<file path="src/design/pngrgb_pkg.sv">
package pngrgb_pkg;

  // Default geometry and storage sizes.
  localparam int DISPLAY_WIDTH_DEF  = 320;
  localparam int DISPLAY_HEIGHT_DEF = 240;
  localparam int PALETTE_DEPTH_DEF  = 256;
  localparam int QUEUE_DEPTH_DEF    = 2;

  // Column counter saturates here.
  localparam int COLUMN_MAX = 511;

  // Port widths.
  localparam int S_TDATA_W   = 80;
  localparam int S_TUSER_W   = 2;
  localparam int M_TDATA_W   = 48;
  localparam int CFG_INDEX_W = 3;
  localparam int CFG_DATA_W  = 9;
  localparam int ADDR_W      = 17;

  // Item kinds carried in tuser.
  typedef enum logic [1:0] {
    MODE_PIXEL     = 2'd0,
    MODE_PAL_COLOR = 2'd1,
    MODE_PAL_ALPHA = 2'd2,
    MODE_NONE      = 2'd3
  } mode_e;

  // PNG colour types.
  typedef enum logic [2:0] {
    TYPE_GRAY       = 3'd0,
    TYPE_RGB        = 3'd2,
    TYPE_PALETTE    = 3'd3,
    TYPE_GRAY_ALPHA = 3'd4,
    TYPE_RGBA       = 3'd6
  } pixel_type_e;

  // Configuration register indexes.
  typedef enum logic [2:0] {
    CFG_PIXEL_TYPE  = 3'd0,
    CFG_INDEX_BITS  = 3'd1,
    CFG_HAS_ALPHA   = 3'd2,
    CFG_IMAGE_WIDTH = 3'd3,
    CFG_OFFSET_X    = 3'd4,
    CFG_OFFSET_Y    = 3'd5
  } cfg_index_e;

  // Work kinds passed from the front to the back.
  typedef enum logic [1:0] {
    OP_PIXEL    = 2'd0,
    OP_WR_COLOR = 2'd1,
    OP_WR_ALPHA = 2'd2
  } op_e;

  typedef struct packed {
    logic [2:0] pixel_type;
    logic [3:0] index_bits;
    logic       has_alpha;
    logic [8:0] image_width;
    logic [8:0] offset_x;
    logic [7:0] offset_y;
  } cfg_t;

  localparam cfg_t CFG_RESET = '{
    pixel_type:  TYPE_RGBA,
    index_bits:  4'd8,
    has_alpha:   1'b0,
    image_width: 9'd320,
    offset_x:    9'd0,
    offset_y:    8'd0
  };

  // One queue entry. For pixel work, data holds {alpha, colour} of a direct
  // colour pixel and idx the packed index byte. For palette writes, data is
  // the value and idx the table entry.
  typedef struct packed {
    op_e                op;
    logic               pal;
    logic [23:0]        data;
    logic [7:0]         idx;
    logic [ADDR_W-1:0]  addr;
    logic [3:0]         cnt;
  } entry_t;

  function automatic logic [15:0] pack565(input logic [7:0] r, input logic [7:0] g,
                                          input logic [7:0] b);
    return {r[7:3], g[7:2], b[7:3]};
  endfunction

  // Log2 of the palette index depth: 8, 4 and 2 are kept, anything else is 1.
  function automatic logic [1:0] index_log2(input logic [3:0] index_bits);
    logic [1:0] lg;
    unique case (index_bits)
      4'd8:    lg = 2'd3;
      4'd4:    lg = 2'd2;
      4'd2:    lg = 2'd1;
      default: lg = 2'd0;
    endcase
    return lg;
  endfunction

  // Index number k of a packed byte, most significant first.
  function automatic logic [7:0] palette_index(input logic [7:0] pbyte, input logic [1:0] lg,
                                               input logic [2:0] k);
    logic [7:0] v;
    logic [7:0] t;
    t = pbyte << {k[1:0], 1'b0};
    unique case (lg)
      2'd3:    v = pbyte;
      2'd2:    v = k[0] ? {4'd0, pbyte[3:0]} : {4'd0, pbyte[7:4]};
      2'd1:    v = {6'd0, t[7:6]};
      default: v = {7'd0, pbyte[3'd7 - k]};
    endcase
    return v;
  endfunction

endpackage

</file>
<file path="src/design/pngrgb_front.sv">
module pngrgb_front #(
  parameter int DISPLAY_WIDTH  = pngrgb_pkg::DISPLAY_WIDTH_DEF,
  parameter int DISPLAY_HEIGHT = pngrgb_pkg::DISPLAY_HEIGHT_DEF
) (
  input  logic                                 clk_i,
  input  logic                                 rst_ni,
  input  logic                                 s_axis_tvalid_i,
  output logic                                 s_axis_tready_o,
  input  logic [pngrgb_pkg::S_TDATA_W-1:0]     s_axis_tdata_i,
  input  logic [pngrgb_pkg::S_TUSER_W-1:0]     s_axis_tuser_i,
  input  logic                                 cfg_valid_i,
  output logic                                 cfg_ready_o,
  input  logic [pngrgb_pkg::CFG_INDEX_W-1:0]   cfg_index_i,
  input  logic [pngrgb_pkg::CFG_DATA_W-1:0]    cfg_data_i,
  output pngrgb_pkg::cfg_t                     cfg_o,
  output logic                                 q_push_o,
  output pngrgb_pkg::entry_t                   q_entry_o,
  input  logic                                 q_full_i
);

  import pngrgb_pkg::*;

  localparam int LW = ($clog2(DISPLAY_WIDTH + 1) > 10) ? $clog2(DISPLAY_WIDTH + 1) : 10;

  cfg_t        cfg_q;
  logic [8:0]  column_q, column_d;

  mode_e       mode;
  logic        line_start;
  logic [7:0]  row;
  logic [31:0] pdata;
  logic [7:0]  pidx;
  logic [23:0] pval;
  logic        accept;
  logic        pal;
  logic [1:0]  lg;
  logic [3:0]  n;
  logic [8:0]  c0;
  logic [8:0]  y;
  logic        y_ok;
  logic [LW-1:0] x_lim, limit, remain;
  logic [3:0]  cnt;
  logic [9:0]  col_sum;
  logic [7:0]  r, g, b, a;

  // Configuration registers; writes are always taken.
  assign cfg_ready_o = 1'b1;
  assign cfg_o       = cfg_q;

  always_ff @(posedge clk_i or negedge rst_ni) begin
    if (!rst_ni) begin
      cfg_q <= CFG_RESET;
    end else if (cfg_valid_i) begin
      unique case (cfg_index_e'(cfg_index_i))
        CFG_PIXEL_TYPE:  cfg_q.pixel_type  <= cfg_data_i[2:0];
        CFG_INDEX_BITS:  cfg_q.index_bits  <= cfg_data_i[3:0];
        CFG_HAS_ALPHA:   cfg_q.has_alpha   <= cfg_data_i[0];
        CFG_IMAGE_WIDTH: cfg_q.image_width <= cfg_data_i[8:0];
        CFG_OFFSET_X:    cfg_q.offset_x    <= cfg_data_i[8:0];
        CFG_OFFSET_Y:    cfg_q.offset_y    <= cfg_data_i[7:0];
        default: ;
      endcase
    end
  end

  // Unpack the input transaction.
  assign mode       = mode_e'(s_axis_tuser_i[1:0]);
  assign line_start = s_axis_tdata_i[0];
  assign row        = s_axis_tdata_i[8:1];
  assign pdata      = s_axis_tdata_i[40:9];
  assign pidx       = s_axis_tdata_i[48:41];
  assign pval       = s_axis_tdata_i[72:49];

  assign s_axis_tready_o = !q_full_i;
  assign accept          = s_axis_tvalid_i && !q_full_i;

  // Pixels per item and the run of them that lands on the display. Emitted
  // pixels always form a prefix of the item, so a count is enough.
  assign pal  = (cfg_q.pixel_type == TYPE_PALETTE);
  assign lg   = index_log2(cfg_q.index_bits);
  assign n    = pal ? (4'd8 >> lg) : 4'd1;
  assign c0   = line_start ? 9'd0 : column_q;
  assign y    = {1'b0, row} + {1'b0, cfg_q.offset_y};
  assign y_ok = 32'(y) < 32'(DISPLAY_HEIGHT);

  always_comb begin
    x_lim  = (LW'(cfg_q.offset_x) < LW'(DISPLAY_WIDTH)) ?
             LW'(DISPLAY_WIDTH) - LW'(cfg_q.offset_x) : '0;
    limit  = (LW'(cfg_q.image_width) < x_lim) ? LW'(cfg_q.image_width) : x_lim;
    remain = (limit > LW'(c0)) ? limit - LW'(c0) : '0;
    if (!y_ok) begin
      cnt = 4'd0;
    end else if (remain < LW'(n)) begin
      cnt = 4'(remain);
    end else begin
      cnt = n;
    end
  end

  // Column advances by every source pixel and saturates.
  assign col_sum  = {1'b0, c0} + 10'(n);
  assign column_d = (col_sum > 10'(COLUMN_MAX)) ? 9'(COLUMN_MAX) : col_sum[8:0];

  always_ff @(posedge clk_i or negedge rst_ni) begin
    if (!rst_ni) begin
      column_q <= '0;
    end else if (accept && mode == MODE_PIXEL) begin
      column_q <= column_d;
    end
  end

  // Direct colour pixels are converted here; palette ones in the back.
  always_comb begin
    r = 8'd0;
    g = 8'd0;
    b = 8'd0;
    a = 8'd0;
    unique case (pixel_type_e'(cfg_q.pixel_type))
      TYPE_RGBA: begin
        r = pdata[7:0];
        g = pdata[15:8];
        b = pdata[23:16];
        a = pdata[31:24];
      end
      TYPE_RGB: begin
        r = pdata[7:0];
        g = pdata[15:8];
        b = pdata[23:16];
        a = 8'hFF;
      end
      TYPE_GRAY_ALPHA: begin
        r = pdata[7:0];
        g = pdata[7:0];
        b = pdata[7:0];
        a = pdata[15:8];
      end
      TYPE_GRAY: begin
        r = pdata[7:0];
        g = pdata[7:0];
        b = pdata[7:0];
        a = 8'hFF;
      end
      default: ;
    endcase
  end

  // Build the queue entry.
  always_comb begin
    q_entry_o.op   = OP_PIXEL;
    q_entry_o.pal  = pal;
    q_entry_o.data = {a, pack565(r, g, b)};
    q_entry_o.idx  = pdata[7:0];
    q_entry_o.addr = ADDR_W'(32'(y) * 32'(DISPLAY_WIDTH) + 32'(cfg_q.offset_x) + 32'(c0));
    q_entry_o.cnt  = cnt;
    q_push_o       = 1'b0;
    unique case (mode)
      MODE_PIXEL: begin
        q_push_o = accept && (cnt != 4'd0);
      end
      MODE_PAL_COLOR: begin
        q_entry_o.op   = OP_WR_COLOR;
        q_entry_o.data = pval;
        q_entry_o.idx  = pidx;
        q_push_o       = accept;
      end
      MODE_PAL_ALPHA: begin
        q_entry_o.op   = OP_WR_ALPHA;
        q_entry_o.data = pval;
        q_entry_o.idx  = pidx;
        q_push_o       = accept;
      end
      default: ;
    endcase
  end

endmodule

</file>
<file path="config.mk">
export PLATFORM = sky130hd
export DESIGN_NAME = pngrgb_front
export DESIGN_NICKNAME = d
export VERILOG_FILES = /design/src/design/pngrgb_pkg.sv /design/src/design/pngrgb_front.sv
export SDC_FILE = /design/constraint.sdc
export NUM_CORES = 1
export LEC_CHECK = 0
export ABC_AREA = 1
export BUFFER_PORTS_ARGS = -buffer_cell sky130_fd_sc_hd__buf_2
export CAP_MARGIN = 20
export CELL_PAD_IN_SITES_DETAIL_PLACEMENT = 2
export CELL_PAD_IN_SITES_GLOBAL_PLACEMENT = 2
export CORE_AREA = 2 2 150 152
export CTS_CLUSTER_DIAMETER = 40
export CTS_CLUSTER_SIZE = 24
export DETAILED_ROUTE_END_ITERATION = 10
export DIE_AREA = 0 0 152 154
export PLACE_DENSITY = 0.86
export SYNTH_ARGS = -nofsm -noshare
export SYNTH_HDL_FRONTEND = slang
export SYNTH_SLANG_ARGS = --single-unit
export TNS_END_PERCENT = 5
</file>
<file path="constraint.sdc">
create_clock -name clk_i -period 4.9 [get_ports clk_i]
set_input_delay 0.735 -clock clk_i [delete_from_list [all_inputs] [get_ports clk_i]]
set_output_delay 0.735 -clock clk_i [all_outputs]
set_load 0.05 [all_outputs]
</file>
==> qor.yml <==
run_status:
  status: "finished, violations left"
  violations: "negative setup slack"
sta:
  rsz0062_at_grt: "yes"
  setup_tns_ns: -9.33
  setup_violations: 10
  fin_worst_skew_ns: 0.00971
  max_freq_mhz: 149
  fin_ws_ns: -1.81
  finalHoldViolCount: 0
  worstMarginPinSlew_ns: 1.03
  fin_crit_ns: 6.71
  finalCritPeriodShare_pct: 137
  slew_headroom_pct: 31.1
  slew_violations: 0
floorplanning:
  num_rows: 54
  die_y_um: 154
  core_um2: 21700
  io_pins: 192
  start_util_pct: 23.6
  die-area_um2: 23400
  die_w_um: 152
synthesis:
  ys_async_sr_fraction_pct: 100
  netlist_instances: 755
  yosys_warnings: 0
  synth_top_area_share_pct: 18.5
  synth_nets: 928
  synth_area_um2: 5130
  yosysTopAreaCell: "dfrtp_1"
  synth.distinct_cells: 46
  synth.area.top_cells: "dfrtp_1 (19%), ha_1 (16%), nand2_1 (14%)"
  synthFlopType: "dfrtp_1"
  synth_seq_cells: 43
  synth_edf_count: 0
  ys_seq_area_share_pct: 21.1
  syn_area_per_cell_um2: 6.79
detailed_routing:
  drc: 0
  ant_nets: 0
  via_per_inst: 5.32
  routed_wl_um: 35000
  wire_per_inst_um: 26.5
  vias: 7023
  drt_iter0_drc: 372
  first_pass_iters: 5
worst_setup_path:
  slowest_delay_ns: 0.44
  reg2regPathDepth: 15
  critPathLaunchType: "flip-flop"
  cp_common_cell: "nand2_1"
  criticalPathCategory: "reg2out"
  critPathSlowestCell: "dfrtp_2"
  worstPathRequired_ns: 4.16
  path_max_fanout: 5
  cp.arrival_ns: 5.98
  end_kind: "primary output"
worst_hold_path:
  holdCritPathClass: "in2async"
global_route:
  grt_use_total_pct: 26.3
  grt_max_degree: 44
  grt_pass1_wl_um: 48300
  antenna_found_initial: 1
  grt_pass1_vias: 8082
  overflow: 0
run:
  maxCapViolations: 0
clock_network:
  clk_latency_ns: 0.32
  clockBufferDepth: 2
  htree_levels: 2
  cts.sinks: 43
  cts_root_buf: "clkbuf_16"
  cts_made_buffers: 5
  cts_tree: "done"
  clk_pin_slew_worst_paths_ns: 0.08
  cts_hold_buffers: 0
final_layout:
  fillCellCount: 2508
  drive_above_1_share_pct: 40.7
  synthToLayoutAreaGrowth_pct: 52.0
  fin_area_um2: 7800
  fin_nets: 1210
placement:
  numPortBuffers: 180
  globalplace.congestion: 0.877
  dpl-instance-area_um2: 6910
  dpl.hpwl_um: 20100
power:
  leakagePower_nw: 4.29
  ir_drop_v: 0.000741
  power_density_nw_per_um2: 938
-- power breakdown --
part           switching, W  internal (W)
sequential        0.0000990      0.000435
clock              0.000195      0.000205
combinational       0.00426       0.00212
-- state kept, by name (all words and copies together) (netlist names) --
register / cells
cfg_o: 34
column_q: 9
-- path summary, 6_finish.rpt --
| path | startpoint | endpoint | slack [ns] |
|---|---|---|---|
| max reg2reg | cfg_o[31]$_DFFE_PN0P_ | column_q[7]$_DFFE_PN0P_ | 1.30 |
| min reg2reg | column_q[1]$_DFFE_PN0P_ | column_q[1]$_DFFE_PN0P_ | 0.54 |
| min | rst_ni | column_q[7]$_DFFE_PN0P_ | 0.28 |
| min in group clk_i | column_q[1]$_DFFE_PN0P_ | column_q[1]$_DFFE_PN0P_ | 0.54 |
| max in group asynchronous | rst_ni | cfg_o[32]$_DFFE_PN1P_ | 4.03 |
| max | cfg_o[9]$_DFFE_PN0P_ | q_push_o | -1.81 |
-- synth_stat cells (6+ instances only) --
| cell | count |
|---|---|
| nand2_1 | 193 |
| inv_1 | 112 |
| ha_1 | 66 |
| o21ai_0 | 57 |
| nand3_1 | 47 |
| a21oi_1 | 46 |
| nor2_1 | 45 |
| dfrtp_1 | 38 |
| xor2_1 | 24 |
| a31oi_1 | 11 |
| clkbuf_1 | 11 |
| a21o_1 | 9 |
| fa_1 | 8 |
| inv_2 | 8 |
| xnor2_1 | 8 |
| nand2_2 | 6 |
-- cells by family after synthesis --
| group | after synthesis | share of synthesized area (%) |
|---|---|---|
| adders and majority gates | 74 | 19.2 |
| other | 1 | 0.0731 |
| and+or+nand+nor | 318 | 26.9 |
| buffers and inverters | 137 | 10.4 |
| DFF | 43 | 21.1 |
| AOI/OAI and AO/OA | 150 | 16.9 |
| xor gates and xnor gates | 32 | 5.46 |
-- cell usage in the layout, fill, tap and decap left out, types with 11 or more instances in the layout --
cell type	count
a21oi_1	39
a31oi_1	11
buf_2	172
buf_4	109
dfrtp_1	35
ha_1	56
inv_1	101
inv_2	16
nand2_1	175
nand2_2	22
nand3_1	35
nand3_2	13
nor2_1	39
o21ai_0	45
o21ai_2	13
xor2_1	24
-- worst max-delay path, delay by kind of cell (launching register included) --
kind,cells,cell delay (ns)
buffers and inverters,10,1.03
AOI/OAI and AO/OA,7,1.21
DFF,1,0.44
adders and majority gates,4,1.06
and+or+nand+nor,17,1.88
-- through the flow --
stage / power [W] / instances / setup slack, ns / hold WS [ns] / utilization (%)
6_report: 0.00731 / 1320 / -1.81 / 0.282 / 36.0
3_3_place_gp: 0.00524 / 1269 / -0.728 / 0.483 / 31.8
3_5_place_dp: 0.00553 / 1269 / -1.15 / 0.488 / 31.8
2_1_floorplan: 0.00395 / 755 / -0.525 / 0.439 / -
5_1_grt: 0.00759 / 1319 / -2.04 / 0.294 / 35.9
4_1_cts: 0.00646 / 1308 / -1.23 / 0.535 / 34.8
-- per-layer routing --
metal	up-vias	wire (µm)	track usage, %
li1	3027	-	-
met1	3526	13300	28.8
met2	335	18000	49.6
met3	135	1530	4.23
met4	0	2180	11.9
met5	-	0	0
-- what timing repair did --
item | in CTS | in global routing
setup buffers | 30 | 9
endpoints found under the setup margin | 8 | 11
cloned | 1 | 0
pin swaps | 36 | 26
endpoints found under the hold margin | 0 | 0
gates resized for setup | 69 | 43
-- area by class of cell --
| class | count | area (µm²) | share of cell area (%) |
|---|---|---|---|
| well taps | 280 | 350 | 4.49 |
| clock inverters | 2 | 16.3 | 0.209 |
| multi-input cells | 575 | 3930 | 50.4 |
| flip-flops and latches | 43 | 1090 | 13.9 |
| repair buffers | 291 | 1800 | 23.1 |
| clock buffers | 6 | 139 | 1.78 |
| inverters | 120 | 460 | 5.91 |
| repair inverters | 1 | 7.51 | 0.0963 |
| diodes | 2 | 5.00 | 0.0642 |
No activity file was read; power rests on OpenSTA's default activity.
