[config.mk]
export PLATFORM = sky130hd
export DESIGN_NAME = pngrgb_queue
export DESIGN_NICKNAME = d
export VERILOG_FILES = /design/src/design/pngrgb_pkg.sv /design/src/design/pngrgb_queue.sv
export SDC_FILE = /design/constraint.sdc
export NUM_CORES = 1
export LEC_CHECK = 0
export BUFFER_PORTS_ARGS = -buffer_cell sky130_fd_sc_hd__buf_4
export CAP_MARGIN = 25
export CORE_MARGIN = 2
export CORE_UTILIZATION = 47
export DETAILED_ROUTE_END_ITERATION = 10
export GPL_ROUTABILITY_DRIVEN = 0
export GPL_TIMING_DRIVEN = 0
export PLACE_DENSITY = 0.84
export SLEW_MARGIN = 20
export SYNTH_ARGS = -nofsm -noshare
export SYNTH_HDL_FRONTEND = slang
export SYNTH_SLANG_ARGS = --single-unit
[constraint.sdc]
create_clock -name clk_i -period 3.7 [get_ports clk_i]
set_clock_uncertainty 0.05 [all_clocks]
set_input_delay 0.925 -clock clk_i [delete_from_list [all_inputs] [get_ports clk_i]]
set_output_delay 0.925 -clock clk_i [all_outputs]
set_load 0.005 [all_outputs]
[src/design/pngrgb_pkg.sv]
package pngrgb_pkg;

  // Default geometry and storage sizes.
  localparam int DISPLAY_WIDTH_DEF  = 320;
  localparam int DISPLAY_HEIGHT_DEF = 240;
  localparam int PALETTE_DEPTH_DEF  = 256;
  localparam int QUEUE_DEPTH_DEF    = 2;

  // Column counter saturates here.
  localparam int COLUMN_MAX = 511;

  // Port widths.
  localparam int S_TDATA_W   = 80;
  localparam int S_TUSER_W   = 2;
  localparam int M_TDATA_W   = 48;
  localparam int CFG_INDEX_W = 3;
  localparam int CFG_DATA_W  = 9;
  localparam int ADDR_W      = 17;

  // Item kinds carried in tuser.
  typedef enum logic [1:0] {
    MODE_PIXEL     = 2'd0,
    MODE_PAL_COLOR = 2'd1,
    MODE_PAL_ALPHA = 2'd2,
    MODE_NONE      = 2'd3
  } mode_e;

  // PNG colour types.
  typedef enum logic [2:0] {
    TYPE_GRAY       = 3'd0,
    TYPE_RGB        = 3'd2,
    TYPE_PALETTE    = 3'd3,
    TYPE_GRAY_ALPHA = 3'd4,
    TYPE_RGBA       = 3'd6
  } pixel_type_e;

  // Configuration register indexes.
  typedef enum logic [2:0] {
    CFG_PIXEL_TYPE  = 3'd0,
    CFG_INDEX_BITS  = 3'd1,
    CFG_HAS_ALPHA   = 3'd2,
    CFG_IMAGE_WIDTH = 3'd3,
    CFG_OFFSET_X    = 3'd4,
    CFG_OFFSET_Y    = 3'd5
  } cfg_index_e;

  // Work kinds passed from the front to the back.
  typedef enum logic [1:0] {
    OP_PIXEL    = 2'd0,
    OP_WR_COLOR = 2'd1,
    OP_WR_ALPHA = 2'd2
  } op_e;

  typedef struct packed {
    logic [2:0] pixel_type;
    logic [3:0] index_bits;
    logic       has_alpha;
    logic [8:0] image_width;
    logic [8:0] offset_x;
    logic [7:0] offset_y;
  } cfg_t;

  localparam cfg_t CFG_RESET = '{
    pixel_type:  TYPE_RGBA,
    index_bits:  4'd8,
    has_alpha:   1'b0,
    image_width: 9'd320,
    offset_x:    9'd0,
    offset_y:    8'd0
  };

  // One queue entry. For pixel work, data holds {alpha, colour} of a direct
  // colour pixel and idx the packed index byte. For palette writes, data is
  // the value and idx the table entry.
  typedef struct packed {
    op_e                op;
    logic               pal;
    logic [23:0]        data;
    logic [7:0]         idx;
    logic [ADDR_W-1:0]  addr;
    logic [3:0]         cnt;
  } entry_t;

  function automatic logic [15:0] pack565(input logic [7:0] r, input logic [7:0] g,
                                          input logic [7:0] b);
    return {r[7:3], g[7:2], b[7:3]};
  endfunction

  // Log2 of the palette index depth: 8, 4 and 2 are kept, anything else is 1.
  function automatic logic [1:0] index_log2(input logic [3:0] index_bits);
    logic [1:0] lg;
    unique case (index_bits)
      4'd8:    lg = 2'd3;
      4'd4:    lg = 2'd2;
      4'd2:    lg = 2'd1;
      default: lg = 2'd0;
    endcase
    return lg;
  endfunction

  // Index number k of a packed byte, most significant first.
  function automatic logic [7:0] palette_index(input logic [7:0] pbyte, input logic [1:0] lg,
                                               input logic [2:0] k);
    logic [7:0] v;
    logic [7:0] t;
    t = pbyte << {k[1:0], 1'b0};
    unique case (lg)
      2'd3:    v = pbyte;
      2'd2:    v = k[0] ? {4'd0, pbyte[3:0]} : {4'd0, pbyte[7:4]};
      2'd1:    v = {6'd0, t[7:6]};
      default: v = {7'd0, pbyte[3'd7 - k]};
    endcase
    return v;
  endfunction

endpackage

[src/design/pngrgb_queue.sv]
module pngrgb_queue #(
  parameter int DEPTH = pngrgb_pkg::QUEUE_DEPTH_DEF
) (
  input  logic               clk_i,
  input  logic               rst_ni,
  input  logic               push_i,
  input  pngrgb_pkg::entry_t entry_i,
  output logic               full_o,
  output logic               valid_o,
  output pngrgb_pkg::entry_t entry_o,
  input  logic               pop_i
);

  import pngrgb_pkg::*;

  // User sets DEPTH to a power of two, at least two (unchecked); pointers wrap.
  localparam int PW = $clog2(DEPTH);
  localparam int CW = $clog2(DEPTH + 1);

  entry_t          slot_q [DEPTH];
  logic [PW-1:0]   wr_ptr_q, rd_ptr_q;
  logic [CW-1:0]   count_q;
  logic            do_push, do_pop;

  assign full_o  = (count_q == CW'(DEPTH));
  assign valid_o = (count_q != '0);
  assign entry_o = slot_q[rd_ptr_q];
  assign do_push = push_i && !full_o;
  assign do_pop  = pop_i && valid_o;

  always_ff @(posedge clk_i) begin
    if (do_push) begin
      slot_q[wr_ptr_q] <= entry_i;
    end
  end

  // Pointers and fill level.
  always_ff @(posedge clk_i or negedge rst_ni) begin
    if (!rst_ni) begin
      wr_ptr_q <= '0;
      rd_ptr_q <= '0;
      count_q  <= '0;
    end else begin
      if (do_push) begin
        wr_ptr_q <= wr_ptr_q + 1'b1;
      end
      if (do_pop) begin
        rd_ptr_q <= rd_ptr_q + 1'b1;
      end
      if (do_push && !do_pop) begin
        count_q <= count_q + 1'b1;
      end else if (do_pop && !do_push) begin
        count_q <= count_q - 1'b1;
      end
    end
  end

endmodule

==> results of run 1 <==
[final timing paths]
| path | endpoint | slack (ps) | cells past startpoint |
|---|---|---|---|
| max | entry_o[36] | 1040 | 4 |
| min | wr_ptr_q$_DFFE_PN0N_ | 170 | 1 |
| max reg2reg | slot_q[0][2]$_DFFE_PP_ | 1900 | 4 |
| min reg2reg | count_q[1]$_DFFE_PN0P_ | 450 | 1 |
| max in group asynchronous | count_q[1]$_DFFE_PN0P_ | 3330 | 1 |
| min in group clk_i | count_q[1]$_DFFE_PN0P_ | 450 | 1 |
[layout by cell type, fill, tap and decap left out, types with 3 or more instances in the layout]
cell type   count
edfxtp_1      112
xnor2_1         3
mux2_2         26
clkinv_2        4
clkinvlp_4      3
clkbuf_16      16
buf_6           4
mux2_4         30
dfrtp_1         4
clkinv_1        3
buf_4         117
[power by group]
group | total [µW] | internal (µW) | switching [µW]
Clock | 1380 | 867 | 509
Combinational | 1490 | 882 | 609
Sequential | 1880 | 1800 | 81.2
Total | 4750 | 3550 | 1200
[cell families after synthesis]
| group | after synthesis | share of synthesized area, % |
|---|---|---|
| xor gates and xnor gates | 5 | 1.00 |
| muxes | 56 | 17.0 |
| adders and majority gates | 1 | 0.287 |
| and+or+nand+nor | 7 | 0.775 |
| buffers and inverters | 8 | 1.44 |
| DFF | 116 | 79.4 |
[flip-flops by register name, indices dropped and copies added (netlist names)]
signal    cells
slot_q      112
rd_ptr_q      1
wr_ptr_q      1
count_q       2
[through the flow]
stage                     hold slack [ps]  total power (µW)  worst slack [ps]  cells  cell area [µm²]
after floorplan                       406              2720               755    193             4360
after global placement                430              3350              -171    421             5380
after detailed placement              435              3430              1460    424             5460
after CTS                             141              4830               994    454             5970
after global routing                  143              4980               955    454             5970
final                                 169              4750              1040    454             5970
[layer usage]
layer	vias up	track usage (%)	part of all wire (%)
met3	5	6.55	6.9
li1	1039	-	-
met5	-	0	0
met2	79	24.7	52
met4	0	6.01	0.68
met1	1084	17.0	40
[cell type report]
cell class	count	area, µm²	share of cell area [%]
Buffer	6	55.1	0.923
Multi-Input combinational cell	69	846	14.2
Clock buffer	18	418	7.00
Tap cell	111	139	2.33
Inverter	2	7.51	0.126
Sequential cell	116	3460	58.0
Timing Repair Buffer	120	946	15.9
Clock inverter	12	92.6	1.55
==> flow_summary.yaml, run 1 <==
outcome:
  status: "completed"
die:
  num_rows: 35
  start_util_pct: 47.9
  dieArea_um2: 10100
  pin_count: 118
  die_w_um: 100
  chipHeight_um: 100
  core_area_um2: 9110
synthesis:
  synthTopCellsByArea: "edfxtp_1, mux2_4, mux2_2"
  synth_top_area_share_pct: 77.2
  synth_edf_count: 112
  ys_warn_count: 0
  syn-mean-instance-area_um2: 22.6
  synth_seq_cells: 116
  synth_ff_type: "edfxtp_1"
  synth_fp_nets: 254
  synth.distinct_cells: 15
  yosys-top-cells-count: "edfxtp_1, mux2_4, mux2_2, buf_6, dfrtp_1"
  seq_area_frac_synth_pct: 79.4
  yosysMostFrequentCell: "edfxtp_1"
  yosysTopAreaCell: "edfxtp_1"
  synthCells: 193
  synthArstFlopShare_pct: 3.45
  synthesis.area_um2: 4360
sta:
  fin_crit_ps: 2660
  rsz0062_at_grt: "false"
  drv_slew: 0
  max_clock_freq_mhz: 376
  worst_slew_pin_slew_ps: 536
  timing.slew.headroom_pct: 64.2
  period_share_pct: 71.9
  hold_viol: 0
  finalSetupTns_ps: 0
  final-setup-viol-count: 0
global_route:
  antenna_found_initial: 0
  grt_pass1_wl_mm: 11.1
  grt_max_degree: 37
  track_usage_pct: 14.9
  grt_remaining_overflow: 0
  grt_pass1_vias: 2286
clocking:
  postCtsSetupRepairBufs: 0
  cts-buffers-inserted: 17
  insertion_delay_ps: 490
  cts.sink_count: 116
  clock_tree.htree_level_count: 4
  cts_tree: "yes"
  cts_hold_buf: 0
  post_cts_resized: 0
  clockBufferDepth: 2
  clk_pin_slew_ps: 50
  clock-root-buffer: "clkbuf_8"
setup_path:
  startpoint_type: "flop"
  cp_num_buf_inv: 3
  worst_path_most_repeated_cell: "buf_6"
  cp_slowest_cell: "dfrtp_1"
  timing.rr.start: "count_q[0]$_DFFE_PN0P_"
  path_max_fanout: 10
  worst_setup_path_end_kind: "primary output"
  crit_path_max_incr_delay_ps: 360
  cp_data_required_time_ps: 2720
  worstSetupPathType: "reg -> out"
  worst_ep_arrival_time_ps: 1680
  path_cells: "buf_6, buf_6, mux2_4, buf_4"
  cp_top_family: "buffers and inverters"
  critPathLaunch: "rd_ptr_q$_DFFE_PN0P_"
job:
  max-cap-violations: 0
layout:
  diodes: 0
  drive_above_1_share_pct: 61.5
  post-route-util_pct: 65.5
  nets: 393
  areaGrowthSynthToFinish_pct: 36.9
  fill_cells: 637
placed_design:
  dp_hpwl_mm: 4.87
  io_buffers: 117
routing:
  vias: 2207
  wl_per_cell_um: 15.8
  drc: 0
  firstDrtPassIters: 4
  ant_nets: 0
  wirelength_mm: 7.19
  drt-initial-drc-count: 80
  viasPerCell: 4.86
power_and_ir_drop:
  pwr_density_cell_nw_per_um2: 796
  p_leak_uw: 0.00236
  peakVddDrop_mv: 0.913
min_path:
  min_path_type: "in -> async"
(Power assumes the default switching activity.)
==> run 2, diff against run 1 <==
- clock period: 3.7 -> 2.4 ns (I/O delays scaled with it)
==> run 2 against run 1 <==
Net effect: die area is the same; global-route usage grew 0.63 points; combinational power grew 55%; non-clock buffer count is the same; worst hold slack gained 67 ps; clock power grew 91%; largest cell class unchanged; largest power group unchanged.
==> flow_summary.yaml, run 2 (same netlist as run 1, synthesis figures left out) <==
routing:
  wirelength_mm: 7.53
  wl_met1_mm: 2.97
  drc: 0
  viasPerCell: 4.83
  firstDrtPassIters: 4
  drt-initial-drc-count: 120
  wl_met3_um: 463
  dr_wl_met2_mm: 4.06
  ant_nets: 0
  wl_per_cell_um: 16.5
  vias: 2204
  highest_layer: "met4"
job:
  max-cap-violations: 0
min_path:
  min_to: "slot_q[1][23]$_DFFE_PP_"
  min_path_type: "in -> reg"
  min_path_cells: 1
  hold_start: "entry_i[23]"
die:
  num_rows: 35
  chipHeight_um: 100
  start_util_pct: 47.9
  dieArea_um2: 10100
  die_w_um: 100
  pin_count: 118
  core_area_um2: 9110
sta:
  fin_crit_ps: 2360
  worst_slew_pin_slew_ps: 788
  finalSetupTns_ps: 0
  timing.slew.headroom_pct: 47.5
  final-setup-viol-count: 0
  period_share_pct: 98.3
  hold_viol: 0
  rsz0062_at_grt: "true"
  max_clock_freq_mhz: 424
  drv_slew: 0
layout:
  reg_top3: "slot_q (112), count_q (2)"
  final_common_cell: "buf_4"
  nets: 393
  post-route-util_pct: 66.8
  drive_above_1_share_pct: 61.7
  top_register: "slot_q"
  areaGrowthSynthToFinish_pct: 39.6
  final_cell_mix: "buf_4, edfxtp_1, mux2_4"
  largest_reg_flops: 112
  diodes: 0
clocking:
  clockBufferDepth: 2
  cts-buffers-inserted: 17
  cts.sink_count: 116
  cts_tree: "yes"
  insertion_delay_ps: 500
  clock_tree.htree_level_count: 4
  postCtsSetupRepairBufs: 0
  clk_pin_slew_ps: 60
  clock-root-buffer: "clkbuf_8"
power_and_ir_drop:
  clkPwrFrac_pct: 33.5
  p_leak_uw: 0.00241
  pwr_density_cell_nw_per_um2: 1290
  swShare_pct: 24.6
  p_int_uw: 5920
  power_frac_comb_pct: 29.4
  power_switching_uw: 1930
  seqPwrFrac_pct: 37.1
  peakVddDrop_mv: 1.21
outcome:
  status: "completed"
global_route:
  grt_max_degree: 57
  grt_pass1_wl_mm: 11.4
  antenna_found_initial: 0
  grt_pass1_vias: 2292
  track_usage_pct: 15.5
  grt_remaining_overflow: 0
setup_path:
  worst_setup_path_end_kind: "primary output"
  timing.rr.start: "count_q[0]$_DFFE_PN0P_"
  path_max_fanout: 10
  worstSetupPathType: "reg -> out"
  cp_data_required_time_ps: 1750
  rrSetupSlack_ps: 630
  r2r_end: "slot_q[1][49]$_DFFE_PP_"
  startpoint_type: "flop"
  worst_ep_arrival_time_ps: 1710
  ff2ff_path_depth: 2
placed_design:
  io_buffers: 117
  dp_hpwl_mm: 4.77
==> run 2: metal layers <==
layer,track usage [%],vias to the layer above
met5,0,-
met4,6.95,0
met3,5.43,5
met2,26.6,89
met1,17.6,1068
li1,-,1042
==> run 2: worst max-delay path by stage <==
stage	slack (ps)	end	start	depth (start not counted)
after global placement	-140	slot_q[0][49]$_DFFE_PP_	push_i	3
after CTS	-10	entry_o[37]	rd_ptr_q$_DFFE_PN0P_	4
after detailed placement	520	slot_q[1][4]$_DFFE_PP_	push_i	2
after global routing	-50	entry_o[16]	rd_ptr_q$_DFFE_PN0P_	4
final	40	entry_o[16]	rd_ptr_q$_DFFE_PN0P_	4
after floorplan	390	slot_q[0][0]$_DFFE_PP_	push_i	2
==> run 2: critical path: stages (launching register included) <==
cell and delay (ps):
dfrtp_1 400, buf_8 180, buf_8 180, mux2_4 320, buf_4 140
==> run 2: area by class of cell <==
cell class | count | area (µm²)
well taps | 111 | 139
fillers | 617 | 3020
clock inverters | 15 | 211
inverters | 2 | 7.51
flip-flops and latches | 116 | 3460
clock buffers | 17 | 414
plain buffers | 6 | 70.1
repair buffers | 120 | 936
multi-input cells | 69 | 846
==> run 2: power groups by stage <==
stage | Combinational (µW) | Sequential, µW | Clock, µW
2_1_floorplan | 1280 | 2910 | 0
3_3_place_gp | 2220 | 2930 | 0
3_5_place_dp | 2310 | 2950 | 0
4_1_cts | 2340 | 2920 | 2680
5_1_grt | 2490 | 2950 | 2770
6_report | 2310 | 2910 | 2630
==> run 2: per-stage QoR <==
| stage | hold WS (ps) | area, µm² | std cells | setup slack (ps) | total power [µW] |
|---|---|---|---|---|---|
| 3_3_place_gp | 347 | 5390 | 421 | -142 | 5150 |
| 3_5_place_dp | 349 | 5440 | 423 | 518 | 5260 |
| 4_1_cts | 205 | 6080 | 456 | -11.7 | 7940 |
| 5_1_grt | 207 | 6090 | 456 | -46.0 | 8210 |
| 6_report | 237 | 6090 | 456 | 39.8 | 7850 |
| 2_1_floorplan | 254 | 4370 | 193 | 388 | 4190 |
==> run 2: timing repair <==
item | in CTS | in global routing
hold buffers | 1 | 0
setup endpoints to repair | 13 | 30
gates resized for setup | 1 | 3
hold endpoints to repair | 4 | 0
==> run 3, diff against run 2 <==
- CTS_BUF_LIST: not set -> sky130_fd_sc_hd__clkbuf_16
==> run 3 against run 2 <==
Net effect: utilization is essentially flat; cell count is the same; sequential power is essentially flat; non-clock buffer count is the same.
==> flow_summary.yaml, run 3 (same netlist as run 1, synthesis figures left out) <==
global_route:
  grt_remaining_overflow: 0
  antenna_found_initial: 0
  grt_max_degree: 57
  track_usage_pct: 15.6
  grt_pass1_vias: 2290
  grt_pass1_wl_mm: 11.3
setup_path:
  worst_setup_path_end_kind: "primary output"
  crit_path_max_incr_delay_ps: 370
  worst_ep_arrival_time_ps: 1600
  worst_path_most_repeated_cell: "buf_6"
  cp_data_required_time_ps: 1750
  path_cells: "buf_6, buf_6, mux2_4, buf_4"
  endpoint: "entry_o[16]"
  startpoint_type: "flop"
  r2r_end: "slot_q[0][3]$_DFFE_PP_"
  cp_slowest_cell: "dfrtp_1"
  rrSetupSlack_ps: 620
  path_max_fanout: 10
  critPathLaunch: "rd_ptr_q$_DFFE_PN0P_"
  timing.rr.start: "count_q[0]$_DFFE_PN0P_"
  worstSetupPathType: "reg -> out"
  ff2ff_path_depth: 4
power_and_ir_drop:
  pwr_density_cell_nw_per_um2: 1290
  power_frac_comb_pct: 28.9
  p_leak_uw: 0.00241
  swShare_pct: 24.3
  power_switching_uw: 1910
  p_int_uw: 5950
  peakVddDrop_mv: 1.21
  clkPwrFrac_pct: 34.0
  seqPwrFrac_pct: 37.0
routing:
  wl_met1_mm: 2.92
  dr_wl_met2_mm: 4.02
  firstDrtPassIters: 4
  wl_met3_um: 475
  drt-initial-drc-count: 117
  ant_nets: 0
  highest_layer: "met4"
  viasPerCell: 4.84
  wirelength_mm: 7.48
  vias: 2207
  wl_per_cell_um: 16.4
  drc: 0
layout:
  post-route-util_pct: 66.8
  final_common_cell: "buf_4"
  final_cell_mix: "buf_4, edfxtp_1, mux2_4"
  drive_above_1_share_pct: 61.7
  final_cell_count_no_fill: 456
  reg_top3: "slot_q (112), count_q (2)"
  areaGrowthSynthToFinish_pct: 39.6
  nets: 393
  diodes: 0
  top_register: "slot_q"
  largest_reg_flops: 112
clocking:
  clock_tree.htree_level_count: 4
  clockBufferDepth: 2
  clock-root-buffer: "clkbuf_16"
  cts.sink_count: 116
  insertion_delay_ps: 400
  clk_pin_slew_ps: 50
  cts_tree: "yes"
  cts-buffers-inserted: 17
  post_cts_resized: 0
sta:
  final-setup-viol-count: 0
  fin_crit_ps: 2250
  period_share_pct: 93.9
  worst_slew_pin_slew_ps: 779
  setup_ws_ps: 147
  max_clock_freq_mhz: 444
  drv_slew: 0
  hold_viol: 0
  rsz0062_at_grt: "false"
  timing.slew.headroom_pct: 48.1
placed_design:
  place_inst: 423
  io_buffers: 117
  place_ws_ps: 518
  dp_hpwl_mm: 4.77
die:
  dieArea_um2: 10100
  die_w_um: 100
  num_rows: 35
  start_util_pct: 47.9
  chipHeight_um: 100
  pin_count: 118
  core_area_um2: 9110
job:
  max-cap-violations: 0
min_path:
  min_path_type: "in -> reg"
  min_path_cells: 1
outcome:
  status: "completed"
## run 3: changes by cell type in the layout (fill, tap and decap cells not counted)
cell       before  now
clkbuf_16      16   17
buf_6           0    4
buf_8           4    0
clkbuf_8        1    0
## run 3: final cells by class
class                   instances  area (µm²)
well taps                     111         139
plain buffers                   6        55.1
inverters                       2        7.51
fillers                       616        3030
repair buffers                120         936
clock inverters                15         211
clock buffers                  17         425
multi-input cells              69         846
flip-flops and latches        116        3460
## run 3: worst min-delay path by stage
stage                      from                 endpoint  slack (ps)
detailed placement       rst_ni     wr_ptr_q$_DFFE_PN0N_         350
floorplan                rst_ni   count_q[0]$_DFFE_PN0P_         250
finish              entry_i[25]  slot_q[0][25]$_DFFE_PP_         340
global route        entry_i[23]  slot_q[1][23]$_DFFE_PP_         310
global placement         rst_ni     wr_ptr_q$_DFFE_PN0N_         350
CTS                 entry_i[20]  slot_q[0][20]$_DFFE_PP_         320
## run 3: through the flow
stage                     power, µW  setup TNS (ps)  hold slack (ps)  area [µm²]
after floorplan                4190               0              254        4370
after global placement         5150           -7780              347        5390
after detailed placement       5260               0              349        5440
after CTS                      7980               0              318        6080
after global routing           8230               0              314        6080
final                          7860               0              335        6080
## run 3: metal layers
| layer | vias to the layer above | track usage, % |
|---|---|---|
| met1 | 1070 | 17.4 |
| met3 | 8 | 5.85 |
| met2 | 85 | 26.7 |
| met5 | - | 0 |
| met4 | 0 | 6.95 |
| li1 | 1044 | - |
## run 3: power by group through the flow
| stage | registers [µW] | logic [µW] | clock network (µW) |
|---|---|---|---|
| after global routing | 2950 | 2460 | 2820 |
| after floorplan | 2910 | 1280 | 0 |
| after global placement | 2930 | 2220 | 0 |
| after detailed placement | 2950 | 2310 | 0 |
| after CTS | 2920 | 2330 | 2730 |
| final | 2910 | 2270 | 2680 |
## run 3: repair_timing
item / CTS / global route
hold buffers: 1 / 0
buffers inserted: 0 / 0
endpoints found under the hold margin: 4 / 0
## run 3: critical path: cells and delay by family, from the launching register on
family	cells	cell delay (ps)
buffers and inverters	3	520
flip-flops	1	370
multiplexers	1	320
